===== src/hdl/ffha_pkg.sv =====
package ffha_pkg;

    localparam int HEAP_WORDS = 512;
    localparam int HDR        = 8;
    localparam int SLACK      = 16;
    localparam int HEAP_BYTES = HEAP_WORDS * HDR;
    localparam int IDX_W      = $clog2(HEAP_WORDS);
    localparam int SIZE_W     = IDX_W + 3;
    localparam int POS_W      = IDX_W + 4;
    localparam int HDR_W      = SIZE_W + 1;

    typedef enum logic [2:0] {
        ST_OK        = 3'd0,
        ST_ZERO      = 3'd1,
        ST_TOO_LARGE = 3'd2,
        ST_NO_SPACE  = 3'd3,
        ST_OUTSIDE   = 3'd4,
        ST_DBL_FREE  = 3'd5,
        ST_MID_PTR   = 3'd6
    } t_status;

    typedef struct packed {
        logic [SIZE_W-1:0] size;
        logic              occ;
    } t_hdr;

    typedef enum logic [3:0] {
        OP_NONE,
        OP_CLEAR,
        OP_LOAD,
        OP_INIT0,
        OP_INIT1,
        OP_POS_RST,
        OP_FF_TAKE,
        OP_FF_SPLIT,
        OP_ADV,
        OP_FREE_MARK,
        OP_MERGE,
        OP_STEP,
        OP_PUSH
    } t_op;

    typedef struct packed {
        t_op     op;
        logic    rd_nxt;
        logic    set_stat;
        t_status stat;
        logic    in_ready;
    } t_cmd;

    typedef struct packed {
        logic is_free;
        logic req_zero;
        logic too_big;
        logic h0_zero;
        logic addr_out;
        logic aligned_nz;
        logic fit;
        logic adv_end;
        logic match;
        logic rd_occ;
        logic skip_merge;
        logic init_rest;
        logic m_end;
        logic both_free;
        logic clr_last;
        logic out_free;
    } t_flags;

endpackage


===== src/hdl/ffha_ctrl.sv =====
module ffha_ctrl (
    input  logic             i_clk,
    input  logic             i_rst_n,
    input  logic             i_in_valid,
    input  ffha_pkg::t_flags i_flags,
    output ffha_pkg::t_cmd   o_cmd
);
    import ffha_pkg::*;

    typedef enum logic [12:0] {
        S_CLEAR    = 13'b0000000000001,
        S_IDLE     = 13'b0000000000010,
        S_DECODE   = 13'b0000000000100,
        S_INIT1    = 13'b0000000001000,
        S_FF_RD    = 13'b0000000010000,
        S_FF_EV    = 13'b0000000100000,
        S_FF_SPLIT = 13'b0000001000000,
        S_RL_RD    = 13'b0000010000000,
        S_RL_EV    = 13'b0000100000000,
        S_M_START  = 13'b0001000000000,
        S_M_CHK    = 13'b0010000000000,
        S_M_EV     = 13'b0100000000000,
        S_DONE     = 13'b1000000000000
    } t_state;

    t_state r_state;
    t_state n_state;

    always_ff @(posedge i_clk) begin
        if (!i_rst_n) begin
            r_state <= S_CLEAR;
        end else begin
            r_state <= n_state;
        end
    end

    always_comb begin
        n_state        = r_state;
        o_cmd.op       = OP_NONE;
        o_cmd.rd_nxt   = 1'b0;
        o_cmd.set_stat = 1'b0;
        o_cmd.stat     = ST_OK;
        o_cmd.in_ready = 1'b0;
        case (r_state)
            S_CLEAR: begin
                o_cmd.op = OP_CLEAR;
                if (i_flags.clr_last) n_state = S_IDLE;
            end
            S_IDLE: begin
                o_cmd.in_ready = 1'b1;
                if (i_in_valid) begin
                    o_cmd.op = OP_LOAD;
                    n_state  = S_DECODE;
                end
            end
            S_DECODE: begin
                o_cmd.set_stat = 1'b1;
                n_state        = S_DONE;
                if (!i_flags.is_free) begin
                    if (i_flags.req_zero) begin
                        o_cmd.stat = ST_ZERO;
                    end else if (i_flags.too_big) begin
                        o_cmd.stat = ST_TOO_LARGE;
                    end else if (i_flags.h0_zero) begin
                        o_cmd.op = OP_INIT0;
                        if (i_flags.init_rest) n_state = S_INIT1;
                    end else begin
                        o_cmd.op = OP_POS_RST;
                        n_state  = S_FF_RD;
                    end
                end else begin
                    if (i_flags.addr_out) begin
                        o_cmd.stat = ST_OUTSIDE;
                    end else if (i_flags.h0_zero) begin
                        o_cmd.stat = i_flags.aligned_nz ? ST_DBL_FREE : ST_MID_PTR;
                    end else begin
                        o_cmd.op = OP_POS_RST;
                        n_state  = S_RL_RD;
                    end
                end
            end
            S_INIT1: begin
                o_cmd.op = OP_INIT1;
                n_state  = S_DONE;
            end
            S_FF_RD: begin
                n_state = S_FF_EV;
            end
            S_FF_EV: begin
                if (i_flags.fit) begin
                    o_cmd.op = OP_FF_TAKE;
                    n_state  = S_FF_SPLIT;
                end else begin
                    o_cmd.op = OP_ADV;
                    if (i_flags.adv_end) begin
                        o_cmd.set_stat = 1'b1;
                        o_cmd.stat     = ST_NO_SPACE;
                        n_state        = S_DONE;
                    end else begin
                        n_state = S_FF_RD;
                    end
                end
            end
            S_FF_SPLIT: begin
                o_cmd.op = OP_FF_SPLIT;
                n_state  = S_DONE;
            end
            S_RL_RD: begin
                n_state = S_RL_EV;
            end
            S_RL_EV: begin
                if (i_flags.match) begin
                    o_cmd.set_stat = 1'b1;
                    n_state        = S_M_START;
                    if (i_flags.rd_occ) begin
                        o_cmd.op = OP_FREE_MARK;
                    end else begin
                        o_cmd.stat = ST_DBL_FREE;
                    end
                end else begin
                    o_cmd.op = OP_ADV;
                    if (i_flags.adv_end) begin
                        o_cmd.set_stat = 1'b1;
                        o_cmd.stat     = ST_MID_PTR;
                        n_state        = S_DONE;
                    end else begin
                        n_state = S_RL_RD;
                    end
                end
            end
            S_M_START: begin
                if (i_flags.skip_merge) begin
                    n_state = S_DONE;
                end else begin
                    o_cmd.op = OP_POS_RST;
                    n_state  = S_M_CHK;
                end
            end
            S_M_CHK: begin
                o_cmd.rd_nxt = 1'b1;
                n_state      = i_flags.m_end ? S_DONE : S_M_EV;
            end
            S_M_EV: begin
                o_cmd.op = i_flags.both_free ? OP_MERGE : OP_STEP;
                n_state  = S_M_CHK;
            end
            S_DONE: begin
                if (i_flags.out_free) begin
                    o_cmd.op = OP_PUSH;
                    n_state  = S_IDLE;
                end
            end
            default: begin
                n_state = S_CLEAR;
            end
        endcase
    end
endmodule


===== config.mk =====
export PLATFORM = sky130hd
export DESIGN_NAME = ffha_ctrl
export DESIGN_NICKNAME = d
export VERILOG_FILES = /design/src/hdl/ffha_pkg.sv /design/src/hdl/ffha_ctrl.sv
export SDC_FILE = /design/constraint.sdc
export NUM_CORES = 1
export LEC_CHECK = 0
export BUFFER_PORTS_ARGS = -buffer_cell sky130_fd_sc_hd__buf_2
export CAP_MARGIN = 15
export CORE_MARGIN = 3
export CORE_UTILIZATION = 57
export DETAILED_ROUTE_END_ITERATION = 8
export PLACE_DENSITY = 0.95
export SETUP_SLACK_MARGIN = 0.1
export SYNTH_ARGS = -nofsm -noshare
export SYNTH_HDL_FRONTEND = slang
export SYNTH_SLANG_ARGS = --single-unit

===== constraint.sdc =====
create_clock -name i_clk -period 4.6 [get_ports i_clk]
set_input_delay 0.92 -clock i_clk [delete_from_list [all_inputs] [get_ports i_clk]]
set_output_delay 0.92 -clock i_clk [all_outputs]
set_load 0.005 [all_outputs]

Word-level counts from Yosys, hierarchy flattened --
Index checks and enable logic that the tools add are counted.
Word-level totals: input bits 19, logic and storage cells 64, memory bits (read-only) 0, output and inout bits 10, memories kept 0, RAM bits 0, bits in registers 13, bits in latches 0
Operators by class: $lt $le $gt $ge 0, bitwise logic cells 0, muxes and demuxes 45, reductions and logical operators 2, equal/unequal tests 16, add/subtract/negate cells 0, shift operators 0, div/mod/pow operators 0, multiply operators 0
Operators by type and width (number):
- two-way mux 13 bit | 16
- case mux 13 bit (12 select lines) | 1
- case mux 4 bit (10 select lines) | 1
- two-way mux 4 bit | 9
- two-way mux 3 bit | 10
- equality test 13 x 1 -> 1 bit (second input constant) | 1
- equality test 13 x 10 -> 1 bit (second input constant) | 1
- equality test 13 x 11 -> 1 bit (second input constant) | 1
- equality test 13 x 12 -> 1 bit (second input constant) | 1
- equality test 13 bit (second input constant) | 1
- equality test 13 x 2 -> 1 bit (second input constant) | 1
- equality test 13 x 3 -> 1 bit (second input constant) | 1
- equality test 13 x 4 -> 1 bit (second input constant) | 1
- equality test 13 x 5 -> 1 bit (second input constant) | 1
- equality test 13 x 6 -> 1 bit (second input constant) | 1
- equality test 13 x 7 -> 1 bit (second input constant) | 1
- equality test 13 x 8 -> 1 bit (second input constant) | 1
- equality test 13 x 9 -> 1 bit (second input constant) | 1
- case mux 4 bit (3 select lines) | 1
- two-way mux 2 bit | 4
- inequality test 2 bit (second input constant) | 3
- two-way mux 1 bit | 3
- AND reduction 3 bit | 1
- OR reduction 2 bit | 1

Logic depth before layout (Yosys ltp) --
word-level depth 6, gate-level depth with buffers 6

Worst setup path after synthesis --
No wires, ideal clock.
path type input to output, start point input port i_flags[15] (netlist bit), end point output port o_cmd[8] (netlist bit), required time 3680 ps, path buffers 0, slack 1979 ps, arrival time 1701 ps, cell stages on the path 3, cell sequence or3b_2 -> o21ai_0 -> or4_1
RTL lines:
- start: declaration | RTL line ffha_ctrl.sv:5 | input ffha_pkg::t_flags i_flags,
- end: declaration | RTL line ffha_ctrl.sv:6 | output ffha_pkg::t_cmd o_cmd

==> flow_summary.yaml <==
floorplanning:
  fp.dieH_um: 51.74
  core-area_um2: 1839
  row_count: 15
  dieArea_um2: 2677
  initial_core_util_pct: 64.83
  dieWidth_um: 51.74
  ios: 29
timing:
  finClkSkew_ns: 0.006805
  slew_violations: 0
  tns_ns: 0
  holdWs_ns: 0.6274
  worst_pin_slew_ns: 0.7177
  relSlewSlack_pct: 51.75
  min_period_over_period_pct: 73.06
  fmax_mhz: 297.5
  grt_setup_unrepaired: "false"
  fin_crit_ns: 3.361
  setup-violations-final: 0
  hold_viol_final: 0
worst_setup_path:
  cp-start-kind: "flip-flop"
  cp.arrival_ns: 2.44
  cp.required_ns: 3.68
  critPathBufInv: 1
  critPathTopFamily: "simple AND/OR/NAND/NOR gates"
  cpPeakStageDelay_ns: 0.58
  critPathSlowestCell: "nor4_4"
  cp_cell_sequence: "nor4_4 -> nand4_1 -> o32ai_1 -> or4_1 -> buf_2"
  criticalPathCategory: "flip-flop to output pin"
  cp-end-kind: "output pin"
  cp_max_fo: 11
power:
  power.total_w: 0.0002726
  irDropWorstVdd_uv: 131.9
  power_density_nw_per_um2: 205.9
  p_leak_nw: 0.5684
global_routing:
  grt_overflow: 0
  track_usage_pct: 28.82
  grt_max_degree: 12
  grt_pass1_wl_um: 5899
  antenna_found_initial: 0
  grt_pass1_vias: 1324
synth:
  synth_cell_types: 51
  synthFlopType: "dfxtp_1"
  synthCells: 153
  ys_ff_latch: 13
  ys_seq_area_share_pct: 21.83
  synthArstFlopShare_pct: 0
  yosys_warnings: 0
  synth_nets: 172
  syn_avg_cell_area_um2: 7.793
  netlist_area_um2: 1192
  synth-edff-count: 0
clock_network:
  cts_setup_buffers: 0
  clockBufferDepth: 2
  postCtsResizedCells: 0
  cts_tree: "built"
  cts_buffers: 3
  clk_latency_ns: 0.29
  clk_pin_slew_ns: 0.09
  cts_root_buffer: "clkbuf_4"
  htreeDepth: 1
  cts_hold_buffers: 0
  cts_sinks: 13
layout:
  largest_reg_flops: 13
  top_register: "r_state"
  nets: 192
  reg_top3: "r_state (13)"
  stdcell_count: 197
  layout_commonest_cell: "buf_2"
  num_antenna_cells: 0
  synthToLayoutAreaGrowth_pct: 11.02
  drive_gt1_share_pct: 25.00
  layout_common_cells: "28 x buf_2, 13 x dfxtp_1, 9 x nor2_1, 9 x nand4_1, 8 x o21ai_0"
placed_design:
  port_buffers: 28
  gp_congestion: 0.9784
  placedCellCount: 193
  dp_hpwl_um: 2550
detailed_routing:
  drt_iter0_drc: 75
  post_drt_wl_per_cell_um: 17.34
  vias: 1377
  drtAntennaViolNets: 0
  drc_errors: 0
  wl_um: 3416
  drt_first_pass_iters: 4
  routed_via_density: 6.990
flow_run:
  maxCapViolations: 0
outcome:
  status: "complete, no violations"
worst_hold_path:
  hold_class: "flip-flop to flip-flop"
synth_stat cells (5+ instances only):
master / n / area (um2)
dfxtp_1: 13 / 260.3
nand4_1: 9 / 56.30
nor2_1: 9 / 33.78
clkbuf_1: 8 / 30.03
o21ai_0: 8 / 40.04
nor3_1: 7 / 35.03
nand2_1: 6 / 22.52
a21oi_1: 5 / 25.02
inv_1: 5 / 18.77
nor4_1: 5 / 31.28
xor2_1: 5 / 43.79
cell type report:
cell class | count | area (um2)
clock buffers | 4 | 26.28
fillers | 154 | 515.5
inverters | 5 | 18.77
multi-input cells | 122 | 847.1
flip-flops and latches | 13 | 260.3
well taps | 25 | 31.28
repair buffers | 28 | 140.1
logic make-up after synthesis:
family	after synthesis	synth area share, %
buffers and inverters	18	7.135
and+or+nand+nor	82	46.90
AOI/OAI and AO/OA	34	19.73
DFF	13	21.83
xor gates and xnor gates	6	4.407
path summary, 6_finish.rpt:
kind                      startpoint                      end  slack [ns]  depth (start not counted)
max          r_state[4]$_SDFFE_PN0P_                 o_cmd[8]        1.24                          5
min reg2reg  r_state[7]$_SDFFE_PN0P_  r_state[8]$_SDFFE_PN0P_        0.63                          2
max reg2reg  r_state[4]$_SDFFE_PN0P_  r_state[4]$_SDFFE_PN0P_        2.52                          4
min          r_state[7]$_SDFFE_PN0P_  r_state[8]$_SDFFE_PN0P_        0.63                          2
metal layers:
metal  routed length (um)  track usage, %  share of wire (%)
met3                  380           2.006                 11
met1                 1333           36.67                 39
met2                 1551           46.61                 45
met5                    0               0                  0
met4                  150           18.78                4.4
power breakdown:
| part | internal (W) | switching [W] |
|---|---|---|
| Clock | 0.0000337 | 0.0000426 |
| Sequential | 0.000116 | 0.00000886 |
| Combinational | 0.0000301 | 0.0000412 |
worst min-delay path, cell delays in order, from the launching register on:
cell     delay [ns]
dfxtp_1        0.43
nand3_1        0.11
nor4_1         0.04
per-stage QoR:
| stage | worst slack (ns) | cell area (um2) | util, % |
|---|---|---|---|
| finish | 1.239 | 1324 | 71.97 |
| global route | 1.026 | 1324 | 71.97 |
| CTS | 1.289 | 1324 | 71.97 |
| detailed placement | 1.618 | 1297 | 70.54 |
| global placement | 1.710 | 1297 | 70.54 |
| floorplan | 1.979 | 1192 | - |
Power figures use the tool's default switching activity.
